## src/sqg_pkg.sv

```systemverilog
// Shared package for the single-qubit gate engine.
// Holds operation codes, fixed-point constants and the CORDIC arctangent table.
// No dependencies.
package sqg_pkg;

    localparam logic [3:0] MODE_H       = 4'd0;
    localparam logic [3:0] MODE_X       = 4'd1;
    localparam logic [3:0] MODE_Y       = 4'd2;
    localparam logic [3:0] MODE_Z       = 4'd3;
    localparam logic [3:0] MODE_RX      = 4'd4;
    localparam logic [3:0] MODE_RY      = 4'd5;
    localparam logic [3:0] MODE_RZ      = 4'd6;
    localparam logic [3:0] MODE_AXIS    = 4'd7;
    localparam logic [3:0] MODE_MEASURE = 4'd8;
    localparam logic [3:0] MODE_LOAD    = 4'd9;

    localparam int CORDIC_MAX_STEPS = 24;
    localparam int UNIT_Q15         = 32768;
    localparam int INV_SQRT2_Q16    = 46341;
    localparam int CORDIC_GAIN_Q30  = 652032874;

    function automatic logic [31:0] atan_turn(input logic [4:0] idx);
        logic [31:0] r;
        begin
            case (idx)
                5'd0:    r = 32'h20000000;
                5'd1:    r = 32'h12E4051E;
                5'd2:    r = 32'h09FB385B;
                5'd3:    r = 32'h051111D4;
                5'd4:    r = 32'h028B0D43;
                5'd5:    r = 32'h0145D7E1;
                5'd6:    r = 32'h00A2F61E;
                5'd7:    r = 32'h00517C55;
                5'd8:    r = 32'h0028BE53;
                5'd9:    r = 32'h00145F2F;
                5'd10:   r = 32'h000A2F98;
                5'd11:   r = 32'h000517CC;
                5'd12:   r = 32'h00028BE6;
                5'd13:   r = 32'h000145F3;
                5'd14:   r = 32'h0000A2FA;
                5'd15:   r = 32'h0000517D;
                5'd16:   r = 32'h000028BE;
                5'd17:   r = 32'h0000145F;
                5'd18:   r = 32'h00000A30;
                5'd19:   r = 32'h00000518;
                5'd20:   r = 32'h0000028C;
                5'd21:   r = 32'h00000146;
                5'd22:   r = 32'h000000A3;
                5'd23:   r = 32'h00000051;
                default: r = 32'h00000000;
            endcase
            return r;
        end
    endfunction

endpackage

```

## src/sqg_cordic.sv

```systemverilog
// Iterative rotation-mode CORDIC giving Q1.15 cosine and sine of a turn fraction.
// One micro-rotation per cycle through two variable shifters. Depends on sqg_pkg.
module sqg_cordic
#(
    parameter int STEPS = 16
)
(
    input  logic               clk,
    input  logic               rst_n,
    input  logic               start,
    input  logic [31:0]        angle,
    output logic               done,
    output logic signed [16:0] cos_q,
    output logic signed [16:0] sin_q
);
    import sqg_pkg::*;

    localparam int N = (STEPS < CORDIC_MAX_STEPS) ? STEPS : CORDIC_MAX_STEPS;

    logic signed [32:0] x_reg, y_reg, z_reg;
    logic signed [32:0] dx, dy, at;
    logic signed [16:0] cq, sq;
    logic [1:0]         quad_reg;
    logic [4:0]         i_reg;
    logic               busy_reg, done_reg;
    logic signed [16:0] cos_reg, sin_reg;

    function automatic logic signed [16:0] to_q15(input logic signed [32:0] v);
        logic signed [33:0] t;
        begin
            t = ($signed({v[32], v}) + 34'sd16384) >>> 15;
            if (t > 34'sd32768)
                t = 34'sd32768;
            else if (t < -34'sd32768)
                t = -34'sd32768;
            return t[16:0];
        end
    endfunction

    assign dx = y_reg >>> i_reg;
    assign dy = x_reg >>> i_reg;
    assign at = $signed({1'b0, atan_turn(i_reg)});
    assign cq = to_q15(x_reg);
    assign sq = to_q15(y_reg);

    always_ff @(posedge clk or negedge rst_n)
    begin
        if (!rst_n)
        begin
            busy_reg <= 1'b0;
            done_reg <= 1'b0;
            i_reg    <= '0;
        end
        else
        begin
            done_reg <= 1'b0;
            if (start)
            begin
                busy_reg <= 1'b1;
                i_reg    <= '0;
                x_reg    <= 33'(CORDIC_GAIN_Q30);
                y_reg    <= '0;
                z_reg    <= $signed({3'b000, angle[29:0]});
                quad_reg <= angle[31:30];
            end
            else if (busy_reg)
            begin
                if (i_reg == 5'(N))
                begin
                    busy_reg <= 1'b0;
                    done_reg <= 1'b1;
                    unique case (quad_reg)
                        2'd0:
                        begin
                            cos_reg <= cq;
                            sin_reg <= sq;
                        end
                        2'd1:
                        begin
                            cos_reg <= -sq;
                            sin_reg <= cq;
                        end
                        2'd2:
                        begin
                            cos_reg <= -cq;
                            sin_reg <= -sq;
                        end
                        default:
                        begin
                            cos_reg <= sq;
                            sin_reg <= -cq;
                        end
                    endcase
                end
                else
                begin
                    i_reg <= i_reg + 5'd1;
                    if (!z_reg[32])
                    begin
                        x_reg <= x_reg - dx;
                        y_reg <= y_reg + dy;
                        z_reg <= z_reg - at;
                    end
                    else
                    begin
                        x_reg <= x_reg + dx;
                        y_reg <= y_reg - dy;
                        z_reg <= z_reg + at;
                    end
                end
            end
        end
    end

    assign done  = done_reg;
    assign cos_q = cos_reg;
    assign sin_q = sin_reg;

endmodule

```

## src/sqg_sqrt.sv

```systemverilog
// Bit-serial integer square root, one result bit per cycle.
// Returns floor(sqrt(radicand)). No dependencies.
module sqg_sqrt
#(
    parameter int HW = 33
)
(
    input  logic            clk,
    input  logic            rst_n,
    input  logic            start,
    input  logic [2*HW-1:0] radicand,
    output logic            done,
    output logic [HW-1:0]   root
);
    logic [2*HW-1:0]         rad_reg;
    logic [HW+1:0]           rem_reg;
    logic [HW-1:0]           root_reg;
    logic [$clog2(HW+1)-1:0] cnt_reg;
    logic                    busy_reg, done_reg;
    logic [HW+1:0]           rem_s, trial;

    assign rem_s = {rem_reg[HW-1:0], rad_reg[2*HW-1:2*HW-2]};
    assign trial = {root_reg, 2'b01};

    always_ff @(posedge clk or negedge rst_n)
    begin
        if (!rst_n)
        begin
            busy_reg <= 1'b0;
            done_reg <= 1'b0;
            cnt_reg  <= '0;
        end
        else
        begin
            done_reg <= 1'b0;
            if (start)
            begin
                busy_reg <= 1'b1;
                rad_reg  <= radicand;
                rem_reg  <= '0;
                root_reg <= '0;
                cnt_reg  <= '0;
            end
            else if (busy_reg)
            begin
                rad_reg <= {rad_reg[2*HW-3:0], 2'b00};
                if (rem_s >= trial)
                begin
                    rem_reg  <= rem_s - trial;
                    root_reg <= {root_reg[HW-2:0], 1'b1};
                end
                else
                begin
                    rem_reg  <= rem_s;
                    root_reg <= {root_reg[HW-2:0], 1'b0};
                end
                if (cnt_reg == ($clog2(HW+1))'(HW - 1))
                begin
                    busy_reg <= 1'b0;
                    done_reg <= 1'b1;
                end
                cnt_reg <= cnt_reg + 1'b1;
            end
        end
    end

    assign done = done_reg;
    assign root = root_reg;

endmodule

```

## src/sqg_div.sv

```systemverilog
// Restoring divider, one quotient bit per cycle, rounding half away from zero.
// Signed numerator, unsigned denominator. No dependencies.
module sqg_div
#(
    parameter int NDW = 47,
    parameter int DW  = 33
)
(
    input  logic                  clk,
    input  logic                  rst_n,
    input  logic                  start,
    input  logic signed [NDW-1:0] num,
    input  logic [DW-1:0]         den,
    output logic                  done,
    output logic signed [NDW:0]   quot
);
    logic [NDW-1:0]           dvd_reg, mag;
    logic [DW-1:0]            rem_reg, den_reg;
    logic [DW:0]              rem_s;
    logic                     neg_reg, busy_reg, done_reg;
    logic [$clog2(NDW+1)-1:0] cnt_reg;

    assign mag   = num[NDW-1] ? (~num + 1'b1) : num;
    assign rem_s = {rem_reg, dvd_reg[NDW-1]};

    always_ff @(posedge clk or negedge rst_n)
    begin
        if (!rst_n)
        begin
            busy_reg <= 1'b0;
            done_reg <= 1'b0;
            cnt_reg  <= '0;
        end
        else
        begin
            done_reg <= 1'b0;
            if (start)
            begin
                busy_reg <= 1'b1;
                neg_reg  <= num[NDW-1];
                dvd_reg  <= mag + NDW'(den >> 1);
                den_reg  <= den;
                rem_reg  <= '0;
                cnt_reg  <= '0;
            end
            else if (busy_reg)
            begin
                if (rem_s >= {1'b0, den_reg})
                begin
                    rem_reg <= DW'(rem_s - {1'b0, den_reg});
                    dvd_reg <= {dvd_reg[NDW-2:0], 1'b1};
                end
                else
                begin
                    rem_reg <= rem_s[DW-1:0];
                    dvd_reg <= {dvd_reg[NDW-2:0], 1'b0};
                end
                if (cnt_reg == ($clog2(NDW+1))'(NDW - 1))
                begin
                    busy_reg <= 1'b0;
                    done_reg <= 1'b1;
                end
                cnt_reg <= cnt_reg + 1'b1;
            end
        end
    end

    assign done = done_reg;
    assign quot = neg_reg ? -$signed({1'b0, dvd_reg}) : $signed({1'b0, dvd_reg});

endmodule

```

## src/single_qubit_gate_engine_top.sv

```systemverilog
// Single-qubit gate engine: sequencer around one shared multiply-accumulate unit.
// X, Z and read only compute the probabilities; measure first collapses the state. Y and
// load renormalise through sqg_sqrt and sqg_div, as do H and rotations after their products;
// axis rotate first normalises the axis. One transaction in flight; the next is
// accepted once the result register takes this one. Reset (rst_n, async low) returns the
// qubit to |0> and empties the output. Uses sqg_pkg, sqg_cordic, sqg_sqrt and sqg_div.
module single_qubit_gate_engine_top
#(
    parameter int AMP_WIDTH    = 18,
    parameter int ANGLE_WIDTH  = 16,
    parameter int CORDIC_STEPS = 16
)
(
    input  logic               clk,
    input  logic               rst_n,
    input  logic               in_valid,
    output logic               in_stall,
    input  logic [3:0]         mode,
    input  logic [15:0]        half_angle,
    input  logic signed [15:0] axis_x,
    input  logic signed [15:0] axis_y,
    input  logic signed [15:0] axis_z,
    input  logic signed [15:0] load_zero_re,
    input  logic signed [15:0] load_zero_im,
    input  logic signed [15:0] load_one_re,
    input  logic signed [15:0] load_one_im,
    input  logic [15:0]        random_fraction,
    output logic               out_valid,
    input  logic               out_stall,
    output logic signed [15:0] zero_re,
    output logic signed [15:0] zero_im,
    output logic signed [15:0] one_re,
    output logic signed [15:0] one_im,
    output logic [15:0]        zero_prob,
    output logic [15:0]        prob_one,
    output logic               measured_bit,
    output logic               measure_valid
);
    import sqg_pkg::*;

    localparam int A   = AMP_WIDTH;
    localparam int MW  = (A + 2 > 18) ? A + 2 : 18;
    localparam int AW  = 2 * MW + 2;
    localparam int N2W = 2 * MW;
    localparam int HW  = MW + 15;
    localparam int SW  = 2 * HW;
    localparam int NDW = (A + 28 > 47) ? A + 28 : 47;
    localparam logic [31:0] AMASK = 32'((64'd1 << ANGLE_WIDTH) - 64'd1);
    localparam int ASH = 32 - ANGLE_WIDTH;

    typedef enum logic [3:0] {
        S_IDLE, S_DECODE, S_MUL, S_ACC, S_FIN, S_NORM_CHK, S_AX_CHK,
        S_SQRT, S_DIV, S_CORDIC, S_OUT
    } state_t;

    typedef enum logic [2:0] {
        J_H, J_SN, J_ROT, J_N2, J_AX2, J_MEAS, J_PROB
    } job_t;

    state_t state_reg;
    job_t   job_reg;
    logic [1:0] grp_reg, term_reg, last_term, last_grp;

    logic [3:0]         mode_reg;
    logic [15:0]        half_angle_reg, rf_reg;
    logic signed [15:0] ax_reg, ay_reg, az_reg;

    logic signed [A-1:0]  zr_reg, zi_reg, or_reg, oi_reg;
    logic signed [A-1:0]  v_reg [4];
    logic signed [MW-1:0] nx_reg, ny_reg, nz_reg, snx_reg, sny_reg, snz_reg;
    logic [N2W-1:0]       n2_reg;
    logic                 div_axis_reg;

    logic signed [MW-1:0]   ma, mb;
    logic signed [2*MW-1:0] prod_reg;
    logic signed [AW-1:0]   acc_reg;
    logic signed [AW:0]     acc_ext, r15, r16, r14;
    logic signed [A:0]      hsum;
    logic [15:0]            psat;

    logic                  sqrt_start_reg, sqrt_done;
    logic [SW-1:0]         sqrt_in;
    logic [HW-1:0]         root;
    logic                  div_start_reg, div_done;
    logic signed [NDW-1:0] div_num;
    logic signed [NDW:0]   quot;
    logic                  cordic_start_reg, cordic_done;
    logic signed [16:0]    cos_q, sin_q;
    logic [31:0]           angle_word;

    logic                  out_valid_reg, mbit_reg, mvalid_reg;
    logic signed [15:0]    zero_re_reg, zero_im_reg, one_re_reg, one_im_reg;
    logic [15:0]           p0_reg, p1_reg;

    function automatic logic signed [A-1:0] sat_amp(input logic signed [AW:0] x);
        logic signed [AW:0] hi;
        logic signed [AW:0] lo;
        begin
            hi = $signed({{(AW - A + 2){1'b0}}, {(A - 1){1'b1}}});
            lo = ~hi;
            if (x > hi)
                x = hi;
            else if (x < lo)
                x = lo;
            return x[A-1:0];
        end
    endfunction

    function automatic logic signed [A-1:0] sat_q(input logic signed [NDW:0] x);
        logic signed [NDW:0] hi;
        logic signed [NDW:0] lo;
        begin
            hi = $signed({{(NDW - A + 2){1'b0}}, {(A - 1){1'b1}}});
            lo = ~hi;
            if (x > hi)
                x = hi;
            else if (x < lo)
                x = lo;
            return x[A-1:0];
        end
    endfunction

    function automatic logic signed [15:0] sat16(input logic signed [A-1:0] x);
        logic signed [39:0] w;
        begin
            w = 40'(x);
            if (w > 40'sd32767)
                w = 40'sd32767;
            else if (w < -40'sd32768)
                w = -40'sd32768;
            return w[15:0];
        end
    endfunction

    assign acc_ext = {acc_reg[AW-1], acc_reg};
    assign r14 = (acc_ext + $signed((AW+1)'(8192))) >>> 14;
    assign r15 = (acc_ext + $signed((AW+1)'(16384))) >>> 15;
    assign r16 = (acc_ext + $signed((AW+1)'(32768))) >>> 16;
    assign psat = (r14 > $signed((AW+1)'(65535))) ? 16'hFFFF : r14[15:0];

    always_comb
    begin
        unique case (grp_reg)
            2'd0:    hsum = (A+1)'(zr_reg) + (A+1)'(or_reg);
            2'd1:    hsum = (A+1)'(zi_reg) + (A+1)'(oi_reg);
            2'd2:    hsum = (A+1)'(zr_reg) - (A+1)'(or_reg);
            default: hsum = (A+1)'(zi_reg) - (A+1)'(oi_reg);
        endcase
    end

    always_comb
    begin
        ma = '0;
        mb = '0;
        unique case (job_reg)
            J_H:
            begin
                ma = MW'(hsum);
                mb = MW'(INV_SQRT2_Q16);
            end
            J_SN:
            begin
                ma = MW'(sin_q);
                unique case (grp_reg)
                    2'd0:    mb = nx_reg;
                    2'd1:    mb = ny_reg;
                    default: mb = nz_reg;
                endcase
            end
            J_ROT:
            begin
                unique case ({grp_reg, term_reg})
                    4'h0: begin ma = MW'(cos_q); mb = MW'(zr_reg); end
                    4'h1: begin ma = snz_reg;    mb = MW'(zi_reg); end
                    4'h2: begin ma = -sny_reg;   mb = MW'(or_reg); end
                    4'h3: begin ma = snx_reg;    mb = MW'(oi_reg); end
                    4'h4: begin ma = MW'(cos_q); mb = MW'(zi_reg); end
                    4'h5: begin ma = -snz_reg;   mb = MW'(zr_reg); end
                    4'h6: begin ma = -sny_reg;   mb = MW'(oi_reg); end
                    4'h7: begin ma = -snx_reg;   mb = MW'(or_reg); end
                    4'h8: begin ma = sny_reg;    mb = MW'(zr_reg); end
                    4'h9: begin ma = snx_reg;    mb = MW'(zi_reg); end
                    4'hA: begin ma = MW'(cos_q); mb = MW'(or_reg); end
                    4'hB: begin ma = -snz_reg;   mb = MW'(oi_reg); end
                    4'hC: begin ma = sny_reg;    mb = MW'(zi_reg); end
                    4'hD: begin ma = -snx_reg;   mb = MW'(zr_reg); end
                    4'hE: begin ma = MW'(cos_q); mb = MW'(oi_reg); end
                    default: begin ma = snz_reg; mb = MW'(or_reg); end
                endcase
            end
            J_N2:
            begin
                ma = MW'(v_reg[term_reg]);
                mb = MW'(v_reg[term_reg]);
            end
            J_AX2:
            begin
                unique case (term_reg)
                    2'd0:    ma = MW'(ax_reg);
                    2'd1:    ma = MW'(ay_reg);
                    default: ma = MW'(az_reg);
                endcase
                mb = ma;
            end
            default:
            begin
                unique case ({grp_reg[0], term_reg[0]})
                    2'b00:   ma = MW'(zr_reg);
                    2'b01:   ma = MW'(zi_reg);
                    2'b10:   ma = MW'(or_reg);
                    default: ma = MW'(oi_reg);
                endcase
                mb = ma;
            end
        endcase
    end

    always_comb
    begin
        unique case (job_reg)
            J_H, J_SN: last_term = 2'd0;
            J_ROT, J_N2: last_term = 2'd3;
            J_AX2: last_term = 2'd2;
            default: last_term = 2'd1;
        endcase
        unique case (job_reg)
            J_H, J_ROT: last_grp = 2'd3;
            J_SN: last_grp = 2'd2;
            J_PROB: last_grp = 2'd1;
            default: last_grp = 2'd0;
        endcase
    end

    assign sqrt_in = div_axis_reg ? (SW'(n2_reg) << 30) : (SW'(n2_reg) << 24);

    always_comb
    begin
        if (div_axis_reg)
        begin
            unique case (grp_reg)
                2'd0:    div_num = NDW'(ax_reg) <<< 30;
                2'd1:    div_num = NDW'(ay_reg) <<< 30;
                default: div_num = NDW'(az_reg) <<< 30;
            endcase
        end
        else
        begin
            div_num = NDW'(v_reg[grp_reg]) <<< 27;
        end
    end

    assign angle_word = (32'(half_angle_reg) & AMASK) << ASH;

    sqg_cordic #(.STEPS(CORDIC_STEPS)) u_cordic (
        .clk   (clk),
        .rst_n (rst_n),
        .start (cordic_start_reg),
        .angle (angle_word),
        .done  (cordic_done),
        .cos_q (cos_q),
        .sin_q (sin_q)
    );

    sqg_sqrt #(.HW(HW)) u_sqrt (
        .clk      (clk),
        .rst_n    (rst_n),
        .start    (sqrt_start_reg),
        .radicand (sqrt_in),
        .done     (sqrt_done),
        .root     (root)
    );

    sqg_div #(.NDW(NDW), .DW(HW)) u_div (
        .clk   (clk),
        .rst_n (rst_n),
        .start (div_start_reg),
        .num   (div_num),
        .den   (root),
        .done  (div_done),
        .quot  (quot)
    );

    always_ff @(posedge clk or negedge rst_n)
    begin
        if (!rst_n)
        begin
            state_reg        <= S_IDLE;
            job_reg          <= J_PROB;
            grp_reg          <= '0;
            term_reg         <= '0;
            div_axis_reg     <= 1'b0;
            sqrt_start_reg   <= 1'b0;
            div_start_reg    <= 1'b0;
            cordic_start_reg <= 1'b0;
            out_valid_reg    <= 1'b0;
            zr_reg           <= A'(UNIT_Q15);
            zi_reg           <= '0;
            or_reg           <= '0;
            oi_reg           <= '0;
        end
        else
        begin
            sqrt_start_reg   <= 1'b0;
            div_start_reg    <= 1'b0;
            cordic_start_reg <= 1'b0;
            if (out_valid_reg && !out_stall)
                out_valid_reg <= 1'b0;

            unique case (state_reg)
                S_IDLE:
                begin
                    if (in_valid)
                    begin
                        mode_reg       <= mode;
                        half_angle_reg <= half_angle;
                        ax_reg         <= axis_x;
                        ay_reg         <= axis_y;
                        az_reg         <= axis_z;
                        rf_reg         <= random_fraction;
                        v_reg[0]       <= A'(load_zero_re);
                        v_reg[1]       <= A'(load_zero_im);
                        v_reg[2]       <= A'(load_one_re);
                        v_reg[3]       <= A'(load_one_im);
                        state_reg      <= S_DECODE;
                    end
                end

                S_DECODE:
                begin
                    mbit_reg   <= 1'b0;
                    mvalid_reg <= (mode_reg == MODE_MEASURE);
                    grp_reg    <= '0;
                    term_reg   <= '0;
                    acc_reg    <= '0;
                    state_reg  <= S_MUL;
                    job_reg    <= J_PROB;
                    nx_reg     <= '0;
                    ny_reg     <= '0;
                    nz_reg     <= MW'(UNIT_Q15);
                    unique case (mode_reg)
                        MODE_H: job_reg <= J_H;
                        MODE_X:
                        begin
                            zr_reg <= or_reg;
                            or_reg <= zr_reg;
                            zi_reg <= oi_reg;
                            oi_reg <= zi_reg;
                        end
                        MODE_Y:
                        begin
                            v_reg[0] <= oi_reg;
                            v_reg[1] <= sat_amp(-(AW+1)'(or_reg));
                            v_reg[2] <= sat_amp(-(AW+1)'(zi_reg));
                            v_reg[3] <= zr_reg;
                            job_reg  <= J_N2;
                        end
                        MODE_Z:
                        begin
                            or_reg <= sat_amp(-(AW+1)'(or_reg));
                            oi_reg <= sat_amp(-(AW+1)'(oi_reg));
                        end
                        MODE_RX:
                        begin
                            nx_reg           <= MW'(UNIT_Q15);
                            nz_reg           <= '0;
                            cordic_start_reg <= 1'b1;
                            state_reg        <= S_CORDIC;
                        end
                        MODE_RY:
                        begin
                            ny_reg           <= MW'(UNIT_Q15);
                            nz_reg           <= '0;
                            cordic_start_reg <= 1'b1;
                            state_reg        <= S_CORDIC;
                        end
                        MODE_RZ:
                        begin
                            cordic_start_reg <= 1'b1;
                            state_reg        <= S_CORDIC;
                        end
                        MODE_AXIS: job_reg <= J_AX2;
                        MODE_MEASURE: job_reg <= J_MEAS;
                        MODE_LOAD: job_reg <= J_N2;
                        default: job_reg <= J_PROB;
                    endcase
                end

                S_MUL:
                begin
                    prod_reg  <= ma * mb;
                    state_reg <= S_ACC;
                end

                S_ACC:
                begin
                    acc_reg <= acc_reg + AW'(prod_reg);
                    if (term_reg == last_term)
                    begin
                        state_reg <= S_FIN;
                    end
                    else
                    begin
                        term_reg  <= term_reg + 2'd1;
                        state_reg <= S_MUL;
                    end
                end

                S_FIN:
                begin
                    term_reg  <= '0;
                    acc_reg   <= '0;
                    grp_reg   <= grp_reg + 2'd1;
                    state_reg <= S_MUL;
                    unique case (job_reg)
                        J_H:   v_reg[grp_reg] <= sat_amp(r16);
                        J_ROT: v_reg[grp_reg] <= sat_amp(r15);
                        J_SN:
                        begin
                            unique case (grp_reg)
                                2'd0:    snx_reg <= r15[MW-1:0];
                                2'd1:    sny_reg <= r15[MW-1:0];
                                default: snz_reg <= r15[MW-1:0];
                            endcase
                        end
                        J_N2, J_AX2: n2_reg <= acc_reg[N2W-1:0];
                        J_MEAS:
                        begin
                            if ($unsigned(acc_reg) > AW'({rf_reg, 14'b0}))
                            begin
                                zr_reg   <= A'(UNIT_Q15);
                                or_reg   <= '0;
                                mbit_reg <= 1'b0;
                            end
                            else
                            begin
                                zr_reg   <= '0;
                                or_reg   <= A'(UNIT_Q15);
                                mbit_reg <= 1'b1;
                            end
                            zi_reg <= '0;
                            oi_reg <= '0;
                        end
                        default:
                        begin
                            if (grp_reg[0])
                                p1_reg <= psat;
                            else
                                p0_reg <= psat;
                        end
                    endcase
                    if (grp_reg == last_grp)
                    begin
                        grp_reg <= '0;
                        unique case (job_reg)
                            J_H, J_ROT: job_reg <= J_N2;
                            J_SN: job_reg <= J_ROT;
                            J_N2:
                            begin
                                div_axis_reg <= 1'b0;
                                state_reg    <= S_NORM_CHK;
                            end
                            J_AX2:
                            begin
                                div_axis_reg <= 1'b1;
                                state_reg    <= S_AX_CHK;
                            end
                            J_MEAS: job_reg <= J_PROB;
                            default: state_reg <= S_OUT;
                        endcase
                    end
                end

                S_NORM_CHK:
                begin
                    if (n2_reg == '0)
                    begin
                        zr_reg    <= A'(UNIT_Q15);
                        zi_reg    <= '0;
                        or_reg    <= '0;
                        oi_reg    <= '0;
                        job_reg   <= J_PROB;
                        state_reg <= S_MUL;
                    end
                    else
                    begin
                        sqrt_start_reg <= 1'b1;
                        state_reg      <= S_SQRT;
                    end
                end

                S_AX_CHK:
                begin
                    if (n2_reg == '0)
                    begin
                        cordic_start_reg <= 1'b1;
                        state_reg        <= S_CORDIC;
                    end
                    else
                    begin
                        sqrt_start_reg <= 1'b1;
                        state_reg      <= S_SQRT;
                    end
                end

                S_SQRT:
                begin
                    if (sqrt_done)
                    begin
                        div_start_reg <= 1'b1;
                        state_reg     <= S_DIV;
                    end
                end

                S_DIV:
                begin
                    if (div_done)
                    begin
                        grp_reg <= grp_reg + 2'd1;
                        if (div_axis_reg)
                        begin
                            unique case (grp_reg)
                                2'd0:    nx_reg <= quot[MW-1:0];
                                2'd1:    ny_reg <= quot[MW-1:0];
                                default: nz_reg <= quot[MW-1:0];
                            endcase
                            if (grp_reg == 2'd2)
                            begin
                                grp_reg          <= '0;
                                cordic_start_reg <= 1'b1;
                                state_reg        <= S_CORDIC;
                            end
                            else
                            begin
                                div_start_reg <= 1'b1;
                            end
                        end
                        else
                        begin
                            unique case (grp_reg)
                                2'd0:    zr_reg <= sat_q(quot);
                                2'd1:    zi_reg <= sat_q(quot);
                                2'd2:    or_reg <= sat_q(quot);
                                default: oi_reg <= sat_q(quot);
                            endcase
                            if (grp_reg == 2'd3)
                            begin
                                grp_reg   <= '0;
                                term_reg  <= '0;
                                acc_reg   <= '0;
                                job_reg   <= J_PROB;
                                state_reg <= S_MUL;
                            end
                            else
                            begin
                                div_start_reg <= 1'b1;
                            end
                        end
                    end
                end

                S_CORDIC:
                begin
                    if (cordic_done)
                    begin
                        grp_reg   <= '0;
                        term_reg  <= '0;
                        acc_reg   <= '0;
                        job_reg   <= J_SN;
                        state_reg <= S_MUL;
                    end
                end

                default:
                begin
                    if (!out_valid_reg || !out_stall)
                    begin
                        out_valid_reg   <= 1'b1;
                        zero_re_reg     <= sat16(zr_reg);
                        zero_im_reg     <= sat16(zi_reg);
                        one_re_reg      <= sat16(or_reg);
                        one_im_reg      <= sat16(oi_reg);
                        zero_prob       <= p0_reg;
                        prob_one        <= p1_reg;
                        measured_bit    <= mbit_reg;
                        measure_valid   <= mvalid_reg;
                        state_reg       <= S_IDLE;
                    end
                end
            endcase
        end
    end

    assign in_stall  = (state_reg != S_IDLE);
    assign out_valid = out_valid_reg;
    assign zero_re   = zero_re_reg;
    assign zero_im   = zero_im_reg;
    assign one_re    = one_re_reg;
    assign one_im    = one_im_reg;

endmodule
```

## config.mk

```make
export PLATFORM = sky130hd
export DESIGN_NAME = single_qubit_gate_engine_top
export DESIGN_NICKNAME = d
export VERILOG_FILES = /design/src/sqg_pkg.sv /design/src/sqg_cordic.sv /design/src/sqg_sqrt.sv /design/src/sqg_div.sv /design/src/single_qubit_gate_engine_top.sv
export SDC_FILE = /design/constraint.sdc
export NUM_CORES = 2
export LEC_CHECK = 0
export BUFFER_PORTS_ARGS = -buffer_cell sky130_fd_sc_hd__buf_2
export CELL_PAD_IN_SITES_DETAIL_PLACEMENT = 1
export CELL_PAD_IN_SITES_GLOBAL_PLACEMENT = 1
export CORE_MARGIN = 2
export CORE_UTILIZATION = 35
export CTS_BUF_LIST = sky130_fd_sc_hd__clkbuf_8
export CTS_CLUSTER_SIZE = 24
export DETAILED_ROUTE_END_ITERATION = 16
export PLACE_DENSITY = 0.61
export SETUP_SLACK_MARGIN = 0.4
export SLEW_MARGIN = 20
export SYNTH_ARGS = -nofsm -noshare
export SYNTH_HDL_FRONTEND = slang
export SYNTH_SLANG_ARGS = --single-unit
```

## constraint.sdc

```tcl
create_clock -name clk -period 13 [get_ports clk]
set_input_delay 0.65 -clock clk [delete_from_list [all_inputs] [get_ports clk]]
set_output_delay 0.65 -clock clk [all_outputs]
set_load 0.02 [all_outputs]
```

==> key figures <==
Clock network
  • CTS tree: built
  • Clock root buffer: clkbuf_8
  • Worst skew pair latency: 1.04 ns
  • TritonCTS Buffers: 197
  • Worst-path clk slew: 0.06 ns
  • Clk buf depth: 4
  • # H-tree levels: 4
  • Clk sinks: 1010

Synth
  • Number of enable flip-flop cells after synthesis: 899
  • Most used DFF post-synth: edfxtp_1
  • Synth Area in Compound Gates: 17.2%
  • Post-synth top area share: 29.8%
  • Top cells by area, synth: edfxtp_1 (30%), fa_1 (9.2%), ha_1 (6.0%), nand2_1 (4.5%), nor2_1 (4.3%)
  • Post-Syn Area: 90600 µm²
  • Post-Synth Simple-Gate Area: 17.0%
  • Async S/R FF share, synth: 11.0%
  • Library cells used by synthesis: 115
  • Sequential-to-total area share from yosys stat: 32.9%
  • Yosys reg bits: 1010
  • Synth Instances: 9899
  • Syn. warnings: 0
  • Main combinational cell family by area after synthesis: compound AO/OA/AOI/OAI gates
  • XOR/XNOR share of the synthesized area: 5.72%
  • Post-Syn Area per Cell: 9.15 µm²
  • Mapped Nets: 10897
  • Synth Area in Adders: 15.1%
  • Top cell type by total area after synthesis: edfxtp_1
  • Post-synthesis mux area share: 6.23%

Cells and area
  • Share of cells above drive strength 1: 11.3%
  • Area delta synth->final: 11.1%
  • Max FFs per register: 72
  • Fin nets: 11064

Critical path
  • Critical Path AT: 12.79 ns
  • CP most frequent cell: fa_1
  • CP Launch Type: flop
  • Critical path's slowest cell: fa_2
  • CP max FO: 20
  • Worst setup EP type: flop
  • Largest stage delay, worst path: 0.77 ns
  • Critical path required time: 13.72 ns
  • Worst Setup Path Type: reg -> reg

STA
  • Final min period: 12.07 ns
  • Worst Tran Pin Value: 1.30 ns
  • Fmax: 82.9 MHz
  • Relative max-transition margin: 13.3%
  • Fin Clk Skew: 0.0970 ns
  • Max-slew violations: 0
  • Setup Total Neg Slack: 0 ns
  • Unrepaired setup endpoints after global routing: no
  • Final period util: 92.8%
  • Setup-failing EPs final: 0
  • Count of final hold-check violations: 0

Floorplanning
  • Starting Density: 35.2%
  • Site row count: 186
  • I/O pin count: 252
  • Die width: 513 µm
  • CORE AREA: 257000 µm²
  • Die height: 513 µm
  • Die area: 263000 µm²

Drt
  • Vias per Instance: 5.89
  • Drt first pass iters: 8
  • Routed WL: 372 mm
  • Antenna-violating nets left: 0
  • WL per Instance: 27.4 µm
  • DRT iter0 DRCs: 7694
  • # DRC: 0
  • Vias post-DR: 80106

Job
  • Maxcap violations: 0

Placed design
  • Port bufs: 251
  • Global placer's final weighted congestion: 0.960
  • Final HPWL DP: 283 mm

GRT
  • Vias in the first global route: 81637
  • Largest net degree at the start of global routing: 91
  • Initial antenna violation count: 16
  • First-pass GRT wire length: 554 mm
  • Tot GR Track Use: 27.7%
  • Overflow after GRT: 0

Outcome
  • Outcome: finished, final reports clean

Worst hold path
  • Min-Delay Path Class: in -> reg
## path summary, 6_finish.rpt
check / depth (start not counted) / startpoint / slack (ns) / end
worst max-delay path: 36 / oi_reg[0] / 0.93 / prod_reg[39]
worst min-delay path: 5 / load_one_im[6] / 0.07 / v_reg[3][6]
worst max register to register: 36 / oi_reg[0] / 0.93 / prod_reg[39]
worst min register to register: 0 / p1_reg[9] / 0.41 / prob_one[9]
max in group asynchronous: 5 / rst_n / 10.24 / u_div.cnt_reg[5]
min in group asynchronous: 2 / rst_n / 0.15 / u_cordic.i_reg[0]
## through the flow
stage / util, % / cells / setup slack, ns / area, µm² / hold WS, ns
2_1_floorplan: - / 9899 / 0.693 / 90600 / 0.354
3_3_place_gp: 37.1 / 13145 / 0.641 / 95500 / 0.403
3_5_place_dp: 37.1 / 13145 / 0.364 / 95500 / 0.405
4_1_cts: 39.1 / 13595 / 0.438 / 100000 / 0.00962
5_1_grt: 39.1 / 13605 / 0.427 / 101000 / 0.0283
6_report: 39.1 / 13606 / 0.931 / 101000 / 0.0707
## cell usage after synthesis, types with 55 or more instances
library cell	n
nand2_1	1076
nor2_1	1048
edfxtp_1	899
inv_1	718
a21oi_1	639
clkbuf_1	511
o21ai_0	478
ha_1	432
fa_1	414
xnor2_1	348
xor2_1	243
nor3_1	201
nand3_1	181
mux2i_1	178
a21o_1	147
a31oi_1	139
mux4_2	120
nor2b_1	119
and2_1	113
a211oi_1	111
dfrtp_1	108
mux2_2	102
nand2b_1	94
o21a_1	93
nor4_1	88
o211ai_1	86
nand4_1	81
and3_1	79
a22oi_1	69
or3_1	55
## area by class of cell
type	instances	area, µm²
Sequential cell	1010	29800
Clock inverter	143	1090
Multi-Input combinational cell	7548	55800
Clock buffer	207	2850
Inverter	723	2710
Fill cell	29518	157000
Tap cell	3384	4230
Timing Repair Buffer	586	4040
Antenna cell	5	12.5
## placed cells by master, fill, tap and decap left out, drive strengths merged, types with 114 or more instances in the layout
cell / instances
nand2: 1076
nor2b: 119
o21ai: 487
a21oi: 639
a31oi: 139
fa: 414
xor2: 243
ha: 432
xnor2: 348
clkbuf: 208
and2: 114
nor3: 203
a21o: 156
nand3: 183
mux2i: 178
edfxtp: 899
mux4: 120
nor2: 1049
inv: 777
buf: 485
## per-layer routing
layer | track usage (%) | vias up | routed length, µm
met1 | 38.6 | 40864 | 165000
li1 | - | 35777 | -
met2 | 43.5 | 2857 | 167000
met4 | 9.74 | 8 | 14600
met5 | 0 | - | 53
met3 | 4.47 | 600 | 25700
## worst max-delay path, delay by kind of cell, from the launching register on
kind	cells	cell delay (ns)
compound gates	10	2.12
xor+xnor	1	0.30
fa+ha+maj	10	5.09
buf+inv	6	0.88
flops	1	0.48
simple gates	9	2.90
## repair_timing
item                                    CTS  global route
endpoints found under the hold margin   101             0
pin swaps                                 0             1
gates resized for setup                   1             6
hold buffers                            100             0
endpoints found under the setup margin    1             7
gates cloned                              0             0
buffers inserted                          0             3
## cells by family (layout without fill, tap and decap cells)
family                   after synthesis  count (layout)
AND/OR/NAND/NOR                     3325            3325
other                                  0               5
flip-flops                          1010            1010
multiplexers                         401             401
adder cells (fa/ha/maj)              848             848
buffers and inverters               1341            1659
AO/OA/AOI/OAI                       2383            2383
XOR/XNOR                             591             591
Power is left out: the tool's default activity adds up to more than one toggle a clock period on the data nets, which glitch-free logic cannot reach.
